`config.mk`:
```
export PLATFORM = sky130hd
export DESIGN_NAME = arming_state_machine_top
export DESIGN_NICKNAME = d
export VERILOG_FILES = /design/src/rtl/asm_pkg.sv /design/src/rtl/asm_fifo.sv /design/src/rtl/asm_front.sv /design/src/rtl/asm_back.sv /design/src/rtl/arming_state_machine_top.sv
export SDC_FILE = /design/constraint.sdc
export NUM_CORES = 1
export LEC_CHECK = 0
export BUFFER_PORTS_ARGS = -buffer_cell sky130_fd_sc_hd__buf_2
export CAP_MARGIN = 25
export CORE_ASPECT_RATIO = 0.7
export CORE_MARGIN = 2
export CORE_UTILIZATION = 53
export DETAILED_ROUTE_END_ITERATION = 16
export HOLD_SLACK_MARGIN = 0.08
export PLACE_DENSITY = 0.85
export REMOVE_ABC_BUFFERS = 1
export SYNTH_ARGS = -nofsm -noshare
export SYNTH_HDL_FRONTEND = slang
export SYNTH_HIERARCHICAL = 1
export SYNTH_SLANG_ARGS = --single-unit
```
`constraint.sdc`:
```
create_clock -name clk_i -period 8 [get_ports clk_i]
set_clock_uncertainty 0.15 [all_clocks]
set_input_delay 0 -clock clk_i [delete_from_list [all_inputs] [get_ports clk_i]]
set_output_delay 0 -clock clk_i [all_outputs]
set_load 0.02 [all_outputs]
```
`src/rtl/asm_pkg.sv`:
```
// Shared types, constants and helpers of the arming state machine.
`default_nettype none
package asm_pkg;

  // Default width of one remote-control channel.
  localparam int unsigned ChannelBitsDef = 12;
  // Width at which the window bounds are written.
  localparam int unsigned BoundBits = 12;
  // Depth of the queues between the stages.
  localparam int unsigned QueueDepth = 2;

  localparam int unsigned HoldBits  = 16;
  localparam int unsigned PulseBits = 12;
  localparam int unsigned CfgIdxBits  = 2;
  localparam int unsigned CfgDataBits = 16;

  // Reset values of the configuration registers.
  localparam logic [HoldBits-1:0]  ArmHoldRst     = 16'd200;
  localparam logic [HoldBits-1:0]  MagHoldRst     = 16'd200;
  localparam logic [PulseBits-1:0] LockedPulseRst = 12'd1000;
  localparam logic [PulseBits-1:0] IdlePulseRst   = 12'd1050;

  // Gesture and switch windows, exclusive on both ends.
  localparam logic [BoundBits-1:0] ArmStickLo = 12'd990;
  localparam logic [BoundBits-1:0] ArmStickHi = 12'd1050;
  localparam logic [BoundBits-1:0] ArmYawLo   = 12'd1950;
  localparam logic [BoundBits-1:0] ArmYawHi   = 12'd2010;
  localparam logic [BoundBits-1:0] MagStickLo = 12'd1950;
  localparam logic [BoundBits-1:0] MagStickHi = 12'd2050;
  localparam logic [BoundBits-1:0] MagYawLo   = 12'd950;
  localparam logic [BoundBits-1:0] MagYawHi   = 12'd1050;
  localparam logic [BoundBits-1:0] SwHighLo   = 12'd1400;
  localparam logic [BoundBits-1:0] SwHighHi   = 12'd2100;
  localparam logic [BoundBits-1:0] SwLowLo    = 12'd900;
  localparam logic [BoundBits-1:0] SwLowHi    = 12'd1100;

  typedef enum logic [CfgIdxBits-1:0] {
    RegArmHold    = 2'd0,
    RegMagHold    = 2'd1,
    RegLockedPuls = 2'd2,
    RegIdlePulse  = 2'd3
  } cfg_reg_e;

  typedef enum logic [3:0] {
    StLocked    = 4'b0001,
    StUnlocked  = 4'b0010,
    StFlying    = 4'b0100,
    StEmergency = 4'b1000
  } arm_state_e;

  // Classified tick handed from the front to the back.
  typedef struct packed {
    logic link_up;
    logic remote_cal_active;
    logic mag_cal_busy;
    logic mag_gesture;
    logic arm_gesture;
    logic mode_fly;
    logic mode_unlock;
    logic kill;
  } tick_class_t;

  typedef struct packed {
    logic [1:0]           safe_state;
    logic [PulseBits-1:0] motor_pulse;
    logic                 mixer_active;
    logic                 mag_cal_trigger;
  } result_t;

  typedef struct packed {
    cfg_reg_e               index;
    logic [CfgDataBits-1:0] data;
  } cfg_wr_t;

  function automatic logic [1:0] state_code(arm_state_e s);
    logic [1:0] c;
    case (s)
      StLocked:    c = 2'd0;
      StUnlocked:  c = 2'd1;
      StFlying:    c = 2'd2;
      StEmergency: c = 2'd3;
      default:     c = 2'd0;
    endcase
    return c;
  endfunction

  function automatic logic [HoldBits-1:0] bump(logic [HoldBits-1:0] c);
    return (&c) ? c : c + HoldBits'(1);
  endfunction

endpackage
`default_nettype wire

```
`src/rtl/asm_fifo.sv`:
```
// Small register queue between stages.
`default_nettype none
module asm_fifo #(
  parameter int unsigned Width = 8,
  parameter int unsigned Depth = asm_pkg::QueueDepth
) (
  input  wire logic             clk_i,
  input  wire logic             rst_ni,
  input  wire logic             push_i,
  input  wire logic [Width-1:0] wdata_i,
  output logic                  full_o,
  input  wire logic             pop_i,
  output logic [Width-1:0]      rdata_o,
  output logic                  empty_o
);
  localparam int unsigned PtrBits = (Depth > 1) ? $clog2(Depth) : 1;
  localparam int unsigned CntBits = $clog2(Depth + 1);

  logic [Width-1:0]   mem_q [Depth];
  logic [PtrBits-1:0] wptr_q, rptr_q;
  logic [CntBits-1:0] count_q;
  logic               do_push, do_pop;

  assign full_o  = (count_q == CntBits'(Depth));
  assign empty_o = (count_q == '0);
  assign do_push = push_i && !full_o;
  assign do_pop  = pop_i && !empty_o;
  assign rdata_o = mem_q[rptr_q];

  function automatic logic [PtrBits-1:0] nxt(logic [PtrBits-1:0] p);
    return (p == PtrBits'(Depth - 1)) ? '0 : p + PtrBits'(1);
  endfunction

  always_ff @(posedge clk_i) begin
    if (do_push) begin
      mem_q[wptr_q] <= wdata_i;
    end
  end

  always_ff @(posedge clk_i or negedge rst_ni) begin
    if (!rst_ni) begin
      wptr_q  <= '0;
      rptr_q  <= '0;
      count_q <= '0;
    end else begin
      if (do_push) begin
        wptr_q <= nxt(wptr_q);
      end
      if (do_pop) begin
        rptr_q <= nxt(rptr_q);
      end
      if (do_push && !do_pop) begin
        count_q <= count_q + CntBits'(1);
      end else if (do_pop && !do_push) begin
        count_q <= count_q - CntBits'(1);
      end
    end
  end
endmodule
`default_nettype wire

```
`src/rtl/asm_front.sv`:
```
// Front stage: classify each tick against the stick and switch windows.
`default_nettype none
module asm_front #(
  parameter int unsigned CHANNEL_BITS = asm_pkg::ChannelBitsDef
) (
  input  wire logic                    link_up_i,
  input  wire logic [CHANNEL_BITS-1:0] roll_stick_i,
  input  wire logic [CHANNEL_BITS-1:0] pitch_stick_i,
  input  wire logic [CHANNEL_BITS-1:0] throttle_stick_i,
  input  wire logic [CHANNEL_BITS-1:0] yaw_stick_i,
  input  wire logic [CHANNEL_BITS-1:0] mode_switch_i,
  input  wire logic [CHANNEL_BITS-1:0] kill_switch_i,
  input  wire logic                    remote_cal_active_i,
  input  wire logic                    mag_cal_busy_i,
  output asm_pkg::tick_class_t         class_o
);
  localparam int unsigned CmpW =
    (CHANNEL_BITS > asm_pkg::BoundBits) ? CHANNEL_BITS : asm_pkg::BoundBits;

  function automatic logic in_win(logic [CHANNEL_BITS-1:0] v,
                                  logic [asm_pkg::BoundBits-1:0] lo,
                                  logic [asm_pkg::BoundBits-1:0] hi);
    logic [CmpW-1:0] ve, le, he;
    ve = CmpW'(v);
    le = CmpW'(lo);
    he = CmpW'(hi);
    return (ve > le) && (ve < he);
  endfunction

  always_comb begin
    class_o.link_up           = link_up_i;
    class_o.remote_cal_active = remote_cal_active_i;
    class_o.mag_cal_busy      = mag_cal_busy_i;
    class_o.mag_gesture =
      in_win(roll_stick_i, asm_pkg::MagStickLo, asm_pkg::MagStickHi) &&
      in_win(pitch_stick_i, asm_pkg::MagStickLo, asm_pkg::MagStickHi) &&
      in_win(throttle_stick_i, asm_pkg::MagStickLo, asm_pkg::MagStickHi) &&
      in_win(yaw_stick_i, asm_pkg::MagYawLo, asm_pkg::MagYawHi);
    class_o.arm_gesture =
      in_win(roll_stick_i, asm_pkg::ArmStickLo, asm_pkg::ArmStickHi) &&
      in_win(pitch_stick_i, asm_pkg::ArmStickLo, asm_pkg::ArmStickHi) &&
      in_win(throttle_stick_i, asm_pkg::ArmStickLo, asm_pkg::ArmStickHi) &&
      in_win(yaw_stick_i, asm_pkg::ArmYawLo, asm_pkg::ArmYawHi);
    class_o.mode_fly    = in_win(mode_switch_i, asm_pkg::SwHighLo, asm_pkg::SwHighHi);
    class_o.mode_unlock = in_win(mode_switch_i, asm_pkg::SwLowLo, asm_pkg::SwLowHi);
    class_o.kill        = in_win(kill_switch_i, asm_pkg::SwHighLo, asm_pkg::SwHighHi);
  end
endmodule
`default_nettype wire

```
`src/rtl/asm_back.sv`:
```
// Back stage: configuration registers, arming state and hold counters.
`default_nettype none
module asm_back (
  input  wire logic                 clk_i,
  input  wire logic                 rst_ni,
  input  wire logic                 cfg_we_i,
  input  wire asm_pkg::cfg_wr_t     cfg_i,
  input  wire logic                 go_i,
  input  wire asm_pkg::tick_class_t class_i,
  output asm_pkg::result_t          result_o
);
  logic [asm_pkg::HoldBits-1:0]  arm_ticks_q, mag_ticks_q;
  logic [asm_pkg::PulseBits-1:0] locked_pulse_q, idle_pulse_q;
  asm_pkg::arm_state_e           state_q, state_d, st_sw;
  logic [asm_pkg::HoldBits-1:0]  arm_cnt_q, arm_cnt_d, mag_cnt_q, mag_cnt_d;
  logic [asm_pkg::HoldBits-1:0]  arm_inc, mag_inc;
  logic [asm_pkg::PulseBits-1:0] pulse;
  logic                          mixer, trig;

  always_comb begin
    state_d   = state_q;
    st_sw     = state_q;
    arm_cnt_d = arm_cnt_q;
    mag_cnt_d = mag_cnt_q;
    arm_inc   = asm_pkg::bump(arm_cnt_q);
    mag_inc   = asm_pkg::bump(mag_cnt_q);
    pulse     = locked_pulse_q;
    mixer     = 1'b0;
    trig      = 1'b0;
    if (!class_i.link_up) begin
      state_d = asm_pkg::StEmergency;
    end else begin
      case (state_q)
        asm_pkg::StUnlocked: pulse = idle_pulse_q;
        asm_pkg::StFlying: begin
          pulse = '0;
          mixer = 1'b1;
        end
        default: pulse = locked_pulse_q;
      endcase
      if (!class_i.remote_cal_active) begin
        // Magnetometer gesture
        if (!class_i.mag_cal_busy) begin
          if (class_i.mag_gesture) begin
            if (mag_inc > mag_ticks_q) begin
              trig      = 1'b1;
              mag_cnt_d = '0;
            end else begin
              mag_cnt_d = mag_inc;
            end
          end else begin
            mag_cnt_d = '0;
          end
        end
        // Mode and kill switches
        if (class_i.mode_fly && state_q == asm_pkg::StUnlocked) begin
          st_sw = asm_pkg::StFlying;
        end else if (class_i.mode_unlock && state_q == asm_pkg::StFlying) begin
          st_sw = asm_pkg::StUnlocked;
        end
        if (class_i.kill) begin
          st_sw = asm_pkg::StLocked;
        end
        state_d = st_sw;
        // Arm / disarm gesture
        if (class_i.arm_gesture) begin
          arm_cnt_d = arm_inc;
          if (arm_inc >= arm_ticks_q) begin
            if (st_sw == asm_pkg::StLocked) begin
              state_d   = asm_pkg::StUnlocked;
              arm_cnt_d = '0;
            end else if (st_sw == asm_pkg::StUnlocked) begin
              state_d   = asm_pkg::StLocked;
              arm_cnt_d = '0;
            end
          end
        end else begin
          arm_cnt_d = '0;
        end
      end
    end
    result_o.safe_state      = asm_pkg::state_code(state_d);
    result_o.motor_pulse     = pulse;
    result_o.mixer_active    = mixer;
    result_o.mag_cal_trigger = trig;
  end

  always_ff @(posedge clk_i or negedge rst_ni) begin
    if (!rst_ni) begin
      arm_ticks_q    <= asm_pkg::ArmHoldRst;
      mag_ticks_q    <= asm_pkg::MagHoldRst;
      locked_pulse_q <= asm_pkg::LockedPulseRst;
      idle_pulse_q   <= asm_pkg::IdlePulseRst;
    end else if (cfg_we_i) begin
      case (cfg_i.index)
        asm_pkg::RegArmHold:    arm_ticks_q    <= cfg_i.data;
        asm_pkg::RegMagHold:    mag_ticks_q    <= cfg_i.data;
        asm_pkg::RegLockedPuls: locked_pulse_q <= cfg_i.data[asm_pkg::PulseBits-1:0];
        asm_pkg::RegIdlePulse:  idle_pulse_q   <= cfg_i.data[asm_pkg::PulseBits-1:0];
        default: ;
      endcase
    end
  end

  always_ff @(posedge clk_i or negedge rst_ni) begin
    if (!rst_ni) begin
      state_q   <= asm_pkg::StLocked;
      arm_cnt_q <= '0;
      mag_cnt_q <= '0;
    end else if (go_i) begin
      state_q   <= state_d;
      arm_cnt_q <= arm_cnt_d;
      mag_cnt_q <= mag_cnt_d;
    end
  end
endmodule
`default_nettype wire

```
`src/rtl/arming_state_machine_top.sv`:
```
// Top level of the arming state machine: front, tick queue, back, result queue.
//
//  Channel   Handshake                   Carries
//  --------  --------------------------  ------------------------------------------
//  ticks in  push / full                 link, six channels, cal flags
//  results   empty / pop                 safe_state, motor_pulse, mixer, mag trigger
//  config    cfg_valid_i / cfg_ready_o   register index and write data
//
// An item is classified by the window compares as it is pushed and is registered in the
// tick queue; the back then updates state and counters and pushes the result into
// the result queue, from which it can be popped. One item per clock is sustained
// while the result side keeps popping. Reset clears both queues, the state (locked)
// and the counters, and loads register defaults. A stalled result side fills the
// result queue, then the tick queue, then raises full.
`default_nettype none
module arming_state_machine_top #(
  parameter int unsigned CHANNEL_BITS = asm_pkg::ChannelBitsDef
) (
  input  wire logic                                clk_i,
  input  wire logic                                rst_ni,
  // Tick input
  input  wire logic                                push,
  output logic                                     full,
  input  wire logic                                link_up_i,
  input  wire logic [CHANNEL_BITS-1:0]             roll_stick_i,
  input  wire logic [CHANNEL_BITS-1:0]             pitch_stick_i,
  input  wire logic [CHANNEL_BITS-1:0]             throttle_stick_i,
  input  wire logic [CHANNEL_BITS-1:0]             yaw_stick_i,
  input  wire logic [CHANNEL_BITS-1:0]             mode_switch_i,
  input  wire logic [CHANNEL_BITS-1:0]             kill_switch_i,
  input  wire logic                                remote_cal_active_i,
  input  wire logic                                mag_cal_busy_i,
  // Results
  output logic                                     empty,
  input  wire logic                                pop,
  output logic [1:0]                               safe_state_o,
  output logic [asm_pkg::PulseBits-1:0]            motor_pulse_o,
  output logic                                     mixer_active_o,
  output logic                                     mag_cal_trigger_o,
  // Configuration
  input  wire logic                                cfg_valid_i,
  output logic                                     cfg_ready_o,
  input  wire logic [asm_pkg::CfgIdxBits-1:0]      cfg_index_i,
  input  wire logic [asm_pkg::CfgDataBits-1:0]     cfg_data_i
);
  localparam int unsigned ClassW  = $bits(asm_pkg::tick_class_t);
  localparam int unsigned ResultW = $bits(asm_pkg::result_t);

  asm_pkg::tick_class_t front_class, back_class;
  asm_pkg::result_t     back_result, out_result;
  asm_pkg::cfg_wr_t     cfg_wr;
  logic                 mid_empty, mid_full_unused, out_full, back_go;
  logic [ClassW-1:0]    mid_rdata;
  logic [ResultW-1:0]   out_rdata;

  // Registers may be written at any time; the user writes them only when idle.
  assign cfg_ready_o  = 1'b1;
  assign cfg_wr.index = asm_pkg::cfg_reg_e'(cfg_index_i);
  assign cfg_wr.data  = cfg_data_i;

  asm_front #(
    .CHANNEL_BITS(CHANNEL_BITS)
  ) u_front (
    .link_up_i          (link_up_i),
    .roll_stick_i       (roll_stick_i),
    .pitch_stick_i      (pitch_stick_i),
    .throttle_stick_i   (throttle_stick_i),
    .yaw_stick_i        (yaw_stick_i),
    .mode_switch_i      (mode_switch_i),
    .kill_switch_i      (kill_switch_i),
    .remote_cal_active_i(remote_cal_active_i),
    .mag_cal_busy_i     (mag_cal_busy_i),
    .class_o            (front_class)
  );

  // Hold classified ticks until the back can take them.
  asm_fifo #(
    .Width(ClassW),
    .Depth(asm_pkg::QueueDepth)
  ) u_tick_q (
    .clk_i  (clk_i),
    .rst_ni (rst_ni),
    .push_i (push),
    .wdata_i(front_class),
    .full_o (full),
    .pop_i  (back_go),
    .rdata_o(mid_rdata),
    .empty_o(mid_empty)
  );
  assign mid_full_unused = full;
  assign back_class = asm_pkg::tick_class_t'(mid_rdata);

  // Advance the back only when a tick waits and the result queue has room.
  assign back_go = !mid_empty && !out_full;

  asm_back u_back (
    .clk_i   (clk_i),
    .rst_ni  (rst_ni),
    .cfg_we_i(cfg_valid_i && cfg_ready_o),
    .cfg_i   (cfg_wr),
    .go_i    (back_go),
    .class_i (back_class),
    .result_o(back_result)
  );

  asm_fifo #(
    .Width(ResultW),
    .Depth(asm_pkg::QueueDepth)
  ) u_result_q (
    .clk_i  (clk_i),
    .rst_ni (rst_ni),
    .push_i (back_go),
    .wdata_i(back_result),
    .full_o (out_full),
    .pop_i  (pop),
    .rdata_o(out_rdata),
    .empty_o(empty)
  );

  assign out_result        = asm_pkg::result_t'(out_rdata);
  assign safe_state_o      = out_result.safe_state;
  assign motor_pulse_o     = out_result.motor_pulse;
  assign mixer_active_o    = out_result.mixer_active;
  assign mag_cal_trigger_o = out_result.mag_cal_trigger;

`ifndef SYNTH
  // The mixer owns the motors in flight: the fixed pulse must be zero.
  a_mixer_pulse: assert property (@(posedge clk_i) disable iff (!rst_ni)
    (!empty && mixer_active_o) |-> (motor_pulse_o == '0))
    else $error("mixer active with non-zero motor pulse");

  // A tick pushed into an idle block shows its result after passing the tick queue and the back.
  a_latency: assert property (@(posedge clk_i) disable iff (!rst_ni)
    (push && !full && mid_empty && empty) |-> ##2 !empty)
    else $error("result missing two cycles after push into idle block");

  // The back never advances into a full result queue.
  a_no_overrun: assert property (@(posedge clk_i) disable iff (!rst_ni)
    back_go |-> (!out_full && !mid_empty && !mid_full_unused) || (full && !out_full))
    else $error("back stage advanced while blocked");
`endif
endmodule
`default_nettype wire
```
==> results of run 1 <==
[cells by family (layout without fill, tap and decap cells)]
kind of cell	count (synthesis)	after routing
xor gates and xnor gates	33	33
buffers and inverters	78	256
and+or+nand+nor	258	258
muxes	72	72
DFF	148	148
adders and majority gates	36	36
AOI/OAI and AO/OA	163	163
other	1	1
[through the flow]
| stage | utilization [%] | cells |
|---|---|---|
| finish | 66.2 | 1167 |
| global route | 66.2 | 1167 |
| CTS | 66.2 | 1167 |
| global placement | 58.7 | 1079 |
| floorplan | - | 757 |
| detailed placement | 58.7 | 1079 |
[per-layer routing]
metal | GRT usage, % | share of wire [%] | up-vias
met4 | 6.68 | 1.7 | 0
met2 | 41.6 | 47 | 307
li1 | - | - | 3218
met1 | 32.8 | 45 | 3362
met5 | 0 | 0 | -
met3 | 5.60 | 6.3 | 42
[synth_stat cells (11+ instances only)]
cell / count
a21oi_1: 22
a22o_1: 17
and3_1: 11
clkbuf_1: 12
dfrtp_1: 83
dfstp_2: 17
edfxtp_1: 48
ha_1: 36
inv_1: 46
mux2_2: 52
nand2_1: 71
nand2b_1: 12
nand3_1: 23
nand4_1: 15
nor2_1: 48
nor3_1: 17
o21ai_0: 45
xnor2_1: 21
[worst min-delay path by stage]
stage               slack, ps  cells past startpoint               endpoint
finish                    150                      2   u_tick_q/mem_q[1][5]
global route              150                      2   u_tick_q/mem_q[1][7]
CTS                       150                      2   u_tick_q/mem_q[0][7]
detailed placement       -140                      1  u_result_q/count_q[1]
global placement         -140                      1  u_result_q/count_q[0]
floorplan                -450                      0    u_back/arm_cnt_q[0]
[layout by cell type (no fill, tap or decap), types with 12 or more instances in the layout]
cell type and n:
a21oi_1 22, a22o_1 17, buf_2 114, clkbuf_16 17, dfrtp_1 83, dfstp_2 17
dlygate4sd3_1 55, edfxtp_1 48, ha_1 36, inv_1 46, mux2_2 52, nand2_1 71
nand2b_1 12, nand3_1 23, nand4_1 15, nor2_1 48, nor3_1 17, o21ai_0 45
xnor2_1 21
[worst register-to-register path: stages, from the launching register on]
cell     delay, ps
dfrtp_1        430
ha_1           310
nand2_1        150
or2_2          350
o21ai_0        510
nor2_1         140
xor2_1         180
ha_1           320
nand4_1        140
nor3_1         320
o311a_1        250
o31ai_2         80
buf_4          210
nor4_1         570
[report_power, final]
group	total, mW	internal, mW	switching (mW)	leakage [nW]
Combinational	0.923	0.400	0.523	2.51
Sequential	1.13	1.01	0.123	1.68
Clock	0.796	0.442	0.354	0.279
Total	2.85	1.85	1.00	4.47
[registers in the layout (all words and copies together) (netlist names)]
signal                 count
u_tick_q/count_q           2
u_tick_q/rptr_q            1
u_result_q/wptr_q          1
u_tick_q/wptr_q            1
u_result_q/mem_q          32
u_back/mag_cnt_q          16
u_result_q/count_q         2
u_back/mag_ticks_q        16
u_back/arm_cnt_q          16
u_back/locked_pulse_q     12
u_result_q/rptr_q          1
u_tick_q/mem_q            16
u_back/arm_ticks_q        16
u_back/idle_pulse_q       12
u_back/state_q             4
[area by class of cell]
| type | instances | area share (%) |
|---|---|---|
| clock buffer | 17 | 4.13 |
| clock inverter | 15 | 1.59 |
| inverter | 46 | 1.68 |
| multi-input combinational | 563 | 40.0 |
| sequential | 148 | 38.5 |
| tap | 200 | 2.43 |
| timing repair buffer | 178 | 11.7 |
==> results.ini, run 1 <==
[timing]
max_slew_margin_pct=40.1
setup_tns_ps=0
rsz0062_at_grt=false
setup_ws_ps=3620
hold_viol_final=0
fmax_ghz=0.228
fin_crit_sh_pct=54.8
worst_pin_slew_ps=896
hold_slack_ps=155
final-setup-viol-count=0
drv_slew=0
min_period_ps=4380

[critical_path]
crit_cells=13
cp-startpoint=u_back/mag_cnt_q[0]
rrSetupSlack_ps=3620
cp-end-kind=flip-flop
crit_path_end=u_result_q/mem_q[0][0]
arrival_ps=4380
required_ps=8000
start_kind=flip-flop
timing.rr.end=u_result_q/mem_q[0][0]
regToRegStartpoint=u_back/mag_cnt_q[0]
path_delay_family=simple AND/OR/NAND/NOR gates
slowest_delay_ps=570
path_cells=ha_1 -> nand2_1 -> or2_2 -> o21ai_0 -> nor2_1 -> xor2_1 -> ha_1 -> nand4_1 -> nor3_1 -> o311a_1 -> o31ai_2 -> buf_4 -> nor4_1
critPathBufInv=1
cp_max_fo=14
crit_type=flip-flop to flip-flop
slowest_stage=nor4_1
crit_top_cell=ha_1
r2r_cells=13

[placed_design]
dp_hpwl_um=13500
placed_area_um2=9130
globalplace.congestion=0.896
portBuffers=115
post-place-ws_ps=3870

[grt]
grt_use_total_pct=24.8
antenna_found_initial=0
grt_pass1_vias=6694
grt_max_degree=60
grt_pass1_wl_um=32900
grt_remaining_overflow=0

[layout]
area_growth_syn_to_layout_pct=21.9
drive_gt1_share_pct=27.2
multi_input_area_um2=4110
antenna_cells=0
fillCellCount=1106
final-seq-area_um2=3970
design_area_um2=10300
nets=1088

[power_and_ir_drop]
finalPower_mw=2.85
power_density_nw_per_um2=277
power.leakage_nw=4.47
power.ir.vdd_worst_mv=0.162

[synthesis]
synth_area_leaders=dfrtp_1 25%, edfxtp_1 17%, mux2_2 6.9%
ys_async_sr_fraction_pct=67.6
synth-simple-area-share_pct=16.0
synth-compound-area-share_pct=13.7
synth_ff_type=dfrtp_1
ys_ff_latch=148
synth_xor_area_share_pct=3.60
syn_avg_cell_area_um2=10.7
synth_area_um2=8440
ys_seq_area_share_pct=47.0
ys_warn_count=6
synthAdderAreaFrac_pct=5.34
synth_top_cell_by_area=dfrtp_1
postSynthCellCount=789
synthMuxAreaShare_pct=9.99
yosysTopAreaCellShare_pct=24.6
synth.distinct_cells=82
synth_top_family_by_area=simple AND/OR/NAND/NOR gates
synth-edff-count=48

[clock_network]
cts_sinks=148
cts-hold-fix-buffers=56
post_cts_buffers=0
cts_max_level=4
clk_pin_slew_ps=70
numCtsBuffers=17
clk_latency_ps=430
cts_tree=yes
root_buffer=clkbuf_16
ctsResizeCount=0
clock_path_buffers=2

[floorplan]
io_pins=117
dieHeight_um=110
core_um2=15500
die_x_um=155
dieArea_um2=17000
start_util_pct=54.3
rows=38

[status]
status=finished, final reports clean

[drt]
wl_um=20200
drcViolationCount=0
ant_nets=0
viasPerCell=5.94
wl_per_cell_um=17.3
first_pass_iters=6
vias=6929
dr.first_iter.drc_count=672

[worst_hold_path]
hold_class=input pin to flip-flop
min_from=mag_cal_busy_i

[run]
drv_cap=0

(Power assumes the default switching activity.)
==> inputs of run 2 (changes only) <==
--- a/config.mk
+++ b/config.mk
@@ -12,7 +12,7 @@
 export CORE_UTILIZATION = 53
 export DETAILED_ROUTE_END_ITERATION = 16
 export HOLD_SLACK_MARGIN = 0.08
-export PLACE_DENSITY = 0.85
+export PLACE_DENSITY = 0.88
 export REMOVE_ABC_BUFFERS = 1
 export SYNTH_ARGS = -nofsm -noshare
 export SYNTH_HDL_FRONTEND = slang
==> constraint.sdc (replaced) <==
create_clock -name clk_i -period 3.8 [get_ports clk_i]
set_clock_uncertainty 0.15 [all_clocks]
set_input_delay 0 -clock clk_i [delete_from_list [all_inputs] [get_ports clk_i]]
set_output_delay 0 -clock clk_i [all_outputs]
set_load 0.02 [all_outputs]
==> results.ini, run 2 (synthesis results as in run 1) <==
[status]
status=finished, violations left
violations=negative setup slack

[layout]
area_growth_syn_to_layout_pct=27.6
stdcell_count=1196  ; +2.5%
top_register=u_result_q/mem_q
fillCellCount=951  ; -14%
nets=1117  ; +2.7%
drive_gt1_share_pct=32.2  ; +5.0 points
antenna_cells=0  ; unchanged
mostFrequentLayoutCell=buf_2
largest_reg_flops=32  ; unchanged
final_cell_mix=114 x buf_2, 78 x dfrtp_1, 70 x nand2_1, 61 x dlygate4sd3_1, 52 x mux2_2
final_util_pct=69.3  ; +3.1 points

[floorplan]
die_x_um=155  ; unchanged
rows=38  ; unchanged
dieHeight_um=110  ; unchanged
core_um2=15500  ; unchanged
start_util_pct=54.3  ; unchanged
dieArea_um2=17000  ; unchanged
io_pins=117  ; unchanged

[grt]
grt_pass1_wl_um=37100  ; +13%
antenna_found_initial=0  ; unchanged
grt_remaining_overflow=0  ; unchanged
grt_use_total_pct=28.1  ; +3.3 points
grt_max_degree=77  ; +28%
grt_pass1_vias=7431  ; +11%

[worst_hold_path]
hold_class=input pin to async pin

[clock_network]
cts_tree=yes
clk_latency_ps=430  ; about the same
root_buffer=clkbuf_16
clock_path_buffers=2  ; unchanged
cts_sinks=148  ; unchanged
cts_max_level=4  ; unchanged
clk_pin_slew_ps=60  ; about the same
numCtsBuffers=17  ; unchanged

[power_and_ir_drop]
power.ir.vdd_worst_mv=0.387  ; +140%
power_density_nw_per_um2=589  ; +110%
power.leakage_nw=4.73  ; +5.7%

[timing]
hold_slack_ps=108  ; -46.7 ps
min_period_ps=3970  ; -406 ps
max_slew_margin_pct=37.0  ; -3.1 points
fin_crit_sh_pct=105  ; +50 points
drv_slew=0  ; unchanged
setup_tns_ps=-614  ; -614 ps
final-setup-viol-count=5  ; +5
setup_ws_ps=-174  ; -3790 ps
hold_viol_final=0  ; unchanged
worst_pin_slew_ps=945  ; +49.9 ps
rsz0062_at_grt=true
fmax_ghz=0.252  ; +10%

[critical_path]
arrival_ps=3990  ; -390 ps
required_ps=3810  ; -4190 ps
rrSetupSlack_ps=-170  ; -3790 ps
crit_type=flip-flop to flip-flop
cp-end-kind=flip-flop
cp_max_fo=5  ; -9
regToRegStartpoint=u_back/arm_cnt_q[7]
timing.rr.end=u_result_q/mem_q[0][15]
start_kind=flip-flop
r2r_cells=15  ; +2
cp-startpoint=u_back/arm_cnt_q[7]

[placed_design]
post-place-ws_ps=-15.6  ; -3890 ps
dp_hpwl_um=14300  ; +6.1%
portBuffers=115  ; unchanged
globalplace.congestion=0.925  ; +3.2%
dp.cells=1096  ; +1.6%

[drt]
viasPerCell=6.41  ; +8.0%
first_pass_iters=7  ; +1
wl_um=25300  ; +25%
drcViolationCount=0  ; unchanged
wl_per_cell_um=21.2  ; +22%
dr.first_iter.drc_count=1019  ; +52%
vias=7672  ; +11%
ant_nets=0  ; unchanged

[run]
drv_cap=0  ; unchanged

run 2: cell count changes in the layout (fill, tap and decap cells not counted), sizes merged:
cell,before,now
inv,54,48
clkinv,3,7
dlygate4sd3,55,61
clkinvlp,3,0
clkbuf,17,21
bufinv,1,2
buf,123,146
run 2: worst max path at each step:
stage	to	slack [ps]
6_report	u_result_q/mem_q[0][15]	-170
5_1_grt	u_result_q/mem_q[0][15]	-260
4_1_cts	u_back/arm_cnt_q[11]	0.4
3_5_place_dp	u_result_q/mem_q[1][15]	-20
3_3_place_gp	u_result_q/mem_q[0][0]	30
2_1_floorplan	u_back/mag_cnt_q[5]	-210
run 2: layer usage:
metal	up-vias	share of wire, %	track usage [%]
li1	3290	-	-
met1	3639	38	35.7
met2	606	48	46.4
met3	137	10	7.29
met4	0	4.1	11.9
met5	-	0	0
run 2: what timing repair did:
action	in CTS	in global routing
hold endpoints to repair	169	0
hold buffers	61	0
setup endpoints to repair	18	38
pin swaps	1	10
resized for setup	6	39
buffers inserted	0	7
run 2: where the power goes:
part | total, mW | switching, mW | internal [mW]
logic | 2.23 | 1.28 | 0.946
registers | 2.40 | 0.277 | 2.12
clock network | 1.71 | 0.687 | 1.03
total | 6.34 | 2.25 | 4.10
run 2: cell type report:
class	instances	area [um2]	share of cell area (%)
multi-input cells	563	4350	40.4
flip-flops and latches	148	3970	36.9
repair buffers	207	1430	13.3
clock buffers	21	472	4.38
well taps	200	250	2.32
inverters	46	173	1.60
clock inverters	11	125	1.16
run 2: stage by stage:
stage | area [um2] | total power, mW
2_1_floorplan | 8240 | 3.65
3_3_place_gp | 9260 | 4.19
3_5_place_dp | 9260 | 4.28
4_1_cts | 10500 | 6.09
5_1_grt | 10800 | 6.58
6_report | 10800 | 6.34
run 2: worst max-delay path, stage by stage (launching register included):
cell	delay, ps
dfrtp_1	440
nand4_4	160
buf_4	200
nor2_2	240
a21oi_2	140
nor3b_2	180
xor2_1	250
ha_1	320
a21oi_1	200
o21ai_0	190
a22oi_2	280
nand2_1	130
buf_4	180
and3_1	190
a211oi_2	340
o31ai_2	110
==> inputs of run 3 (changes only) <==
--- a/config.mk
+++ b/config.mk
@@ -9,12 +9,11 @@
 export CAP_MARGIN = 25
 export CORE_ASPECT_RATIO = 0.7
 export CORE_MARGIN = 2
-export CORE_UTILIZATION = 53
+export CORE_UTILIZATION = 52
 export DETAILED_ROUTE_END_ITERATION = 16
 export HOLD_SLACK_MARGIN = 0.08
-export PLACE_DENSITY = 0.88
+export PLACE_DENSITY = 0.87
 export REMOVE_ABC_BUFFERS = 1
 export SYNTH_ARGS = -nofsm -noshare
 export SYNTH_HDL_FRONTEND = slang
-export SYNTH_HIERARCHICAL = 1
 export SYNTH_SLANG_ARGS = --single-unit
==> results.ini, run 3 <==
[synthesis]
synthAdderAreaFrac_pct=5.53  ; +0.19 points
ys_ff_latch=148  ; unchanged
synth_top_family_by_area=simple AND/OR/NAND/NOR gates
synth-simple-area-share_pct=15.5  ; -0.52 points
ys_async_sr_fraction_pct=67.6  ; unchanged
synth_most_common_cell=dfrtp_1
synth-edff-count=48  ; unchanged
synth_ff_type=dfrtp_1
synth-compound-area-share_pct=13.2  ; -0.49 points
yosysTopAreaCellShare_pct=25.5  ; +0.90 points
ys_warn_count=0  ; -6
synth_area_um2=8140  ; -3.5%
synth_xor_area_share_pct=3.33  ; -0.27 points
postSynthCellCount=754  ; -4.4%
syn_avg_cell_area_um2=10.8  ; +0.97%
synth.distinct_cells=71  ; -13%
synth_area_leaders=dfrtp_1 26%, edfxtp_1 18%, mux2_2 9.3%
synth_top_cell_by_area=dfrtp_1
synth_common_cells=83 x dfrtp_1, 70 x nand2_1, 67 x mux2_2
ys_seq_area_share_pct=48.7  ; +1.7 points
synthMuxAreaShare_pct=10.0  ; +0.026 points

[timing]
worst_pin_slew_ps=992  ; +46.2 ps
max_slew_margin_pct=33.6  ; -3.3 points
fmax_ghz=0.254  ; +1.1%
hold_slack_ps=159  ; +50.4 ps
min_period_ps=3930  ; -42.8 ps
setup_ws_ps=-131  ; +42.8 ps
fin_crit_sh_pct=103  ; -1.1 points
final-setup-viol-count=10  ; +5
hold_viol_final=0  ; unchanged
rsz0062_at_grt=true
drv_slew=0  ; unchanged

[clock_network]
numCtsBuffers=17  ; unchanged
clock_path_buffers=2  ; unchanged
clk_pin_slew_ps=70  ; about the same
cts_sinks=148  ; unchanged
cts_tree=yes
root_buffer=clkbuf_16
cts_max_level=4  ; unchanged
clk_latency_ps=440  ; about the same

[drt]
drcViolationCount=0  ; unchanged
vias=7039  ; -8.3%
first_pass_iters=7  ; unchanged
viasPerCell=5.93  ; -7.6%
wl_um=22200  ; -12%
wl_per_cell_um=18.7  ; -12%
dr.first_iter.drc_count=664  ; -35%
ant_nets=0  ; unchanged

[placed_design]
dp_hpwl_um=13800  ; -3.3%
portBuffers=115  ; unchanged
globalplace.congestion=0.893  ; -3.5%

[floorplan]
dieArea_um2=16700  ; -1.6%
rows=38  ; unchanged
start_util_pct=52.9  ; -1.4 points
io_pins=117  ; unchanged
die_x_um=154  ; -0.81%
dieHeight_um=109  ; -0.80%
core_um2=15400  ; -0.92%

[layout]
antenna_cells=0  ; unchanged
largest_reg_flops=32  ; unchanged
area_growth_syn_to_layout_pct=31.8
fillCellCount=1020  ; +7.3%
final_cell_mix=114 x buf_2, 83 x dfrtp_1, 69 x nand2_1, 66 x mux2_2, 59 x buf_4
top_register=u_result_q.mem_q
mostFrequentLayoutCell=buf_2
final_util_pct=69.7  ; +0.38 points
drive_gt1_share_pct=35.0  ; +2.8 points
nets=1109  ; -0.72%

[critical_path]
cp_max_fo=4  ; -1
start_kind=flip-flop
arrival_ps=4030  ; +40 ps
required_ps=3900  ; +90 ps
cp-end-kind=flip-flop
crit_type=flip-flop to flip-flop
r2r_cells=17  ; +2

[worst_hold_path]
hold_class=input pin to flip-flop
whs_path_depth=2

[grt]
grt_use_total_pct=25.4  ; -2.7 points
grt_pass1_vias=6905  ; -7.1%
antenna_found_initial=0  ; unchanged
grt_max_degree=77  ; unchanged
grt_remaining_overflow=0  ; unchanged
grt_pass1_wl_um=33700  ; -9.1%

[power_and_ir_drop]
power_density_nw_per_um2=582  ; -1.1%
power.leakage_nw=4.73  ; +0.11%
power.ir.vdd_worst_mv=0.385  ; -0.53%

[run]
drv_cap=0  ; unchanged

[status]
status=finished, violations left
violations=negative setup slack

[run 3: cell type report]
class,instances,area (um2),area share [%]
flip-flops and latches,148,3970,36.9
inverters,46,173,1.61
repair buffers,227,1610,15.0
well taps,200,250,2.33
clock buffers,17,425,3.96
clock inverters,15,208,1.94
multi-input cells,535,4100,38.2
[run 3: path summary, 6_finish.rpt]
path | start | endpoint | slack (ps)
max | u_back.arm_cnt_q[4] | u_result_q.mem_q[1][14] | -130
min | remote_cal_active_i | u_tick_q.mem_q[1][6] | 160
max reg2reg | u_back.arm_cnt_q[4] | u_result_q.mem_q[1][14] | -130
min reg2reg | u_tick_q.wptr_q | u_tick_q.wptr_q | 350
max in group asynchronous | rst_ni | u_back.arm_ticks_q[6] | 2210
min in group asynchronous | rst_ni | u_tick_q.count_q[1] | 290
[run 3: report_power, final]
part,internal (mW),switching (mW)
registers,2.14,0.254
logic,0.880,1.14
clock network,1.06,0.767
total,4.08,2.17
[run 3: logic make-up (layout without fill, tap and decap cells)]
family	Yosys count	in the layout
multiplexers	73	73
flip-flops	148	148
XOR/XNOR	31	31
AND/OR/NAND/NOR	239	239
buffers and inverters	71	305
AO/OA/AOI/OAI	155	155
adder cells (fa/ha/maj)	36	36
other	1	1
[run 3: per-stage QoR]
stage	std cells	cell area [um2]	setup slack, ps	TNS [ps]	total power [mW]
after floorplan	729	8010	-314	-4440	3.56
after global placement	1092	9230	-137	-529	4.09
after detailed placement	1092	9230	-240	-1840	4.18
after CTS	1177	10500	-5.23	-10.4	6.09
after global routing	1188	10700	-226	-2120	6.53
final	1188	10700	-131	-563	6.25
[run 3: critical path, cell delays in order, from the launching register on]
cell and delay [ps]:
dfrtp_1 360, and3_4 200, and3_4 190, and3_4 220, and3_4 240, nand3_4 90, mux2i_2 200, inv_1 100
ha_4 270, and4_4 210, nand3_2 60, o32a_1 280, and3_4 180, o31a_1 270, buf_4 150, o21ai_0 200
nand2_2 90, a211oi_2 250
[run 3: routing by layer]
metal  wire length [um]  part of all wire, %  global-route usage (%)
met5                  0                    0                       0
met4                359                  1.6                    6.36
met3               1520                  6.9                    5.52
met2              10900                   49                    42.8
met1               9420                   42                    33.8
[run 3: timing repair]
item                                    CTS  global route
buffers inserted                          8             7
gates cloned                              0             2
endpoints found under the hold margin   162            48
gates resized for setup                  20            29
endpoints found under the setup margin   19            37
hold buffers                             45             1
pin swaps                                 6            10
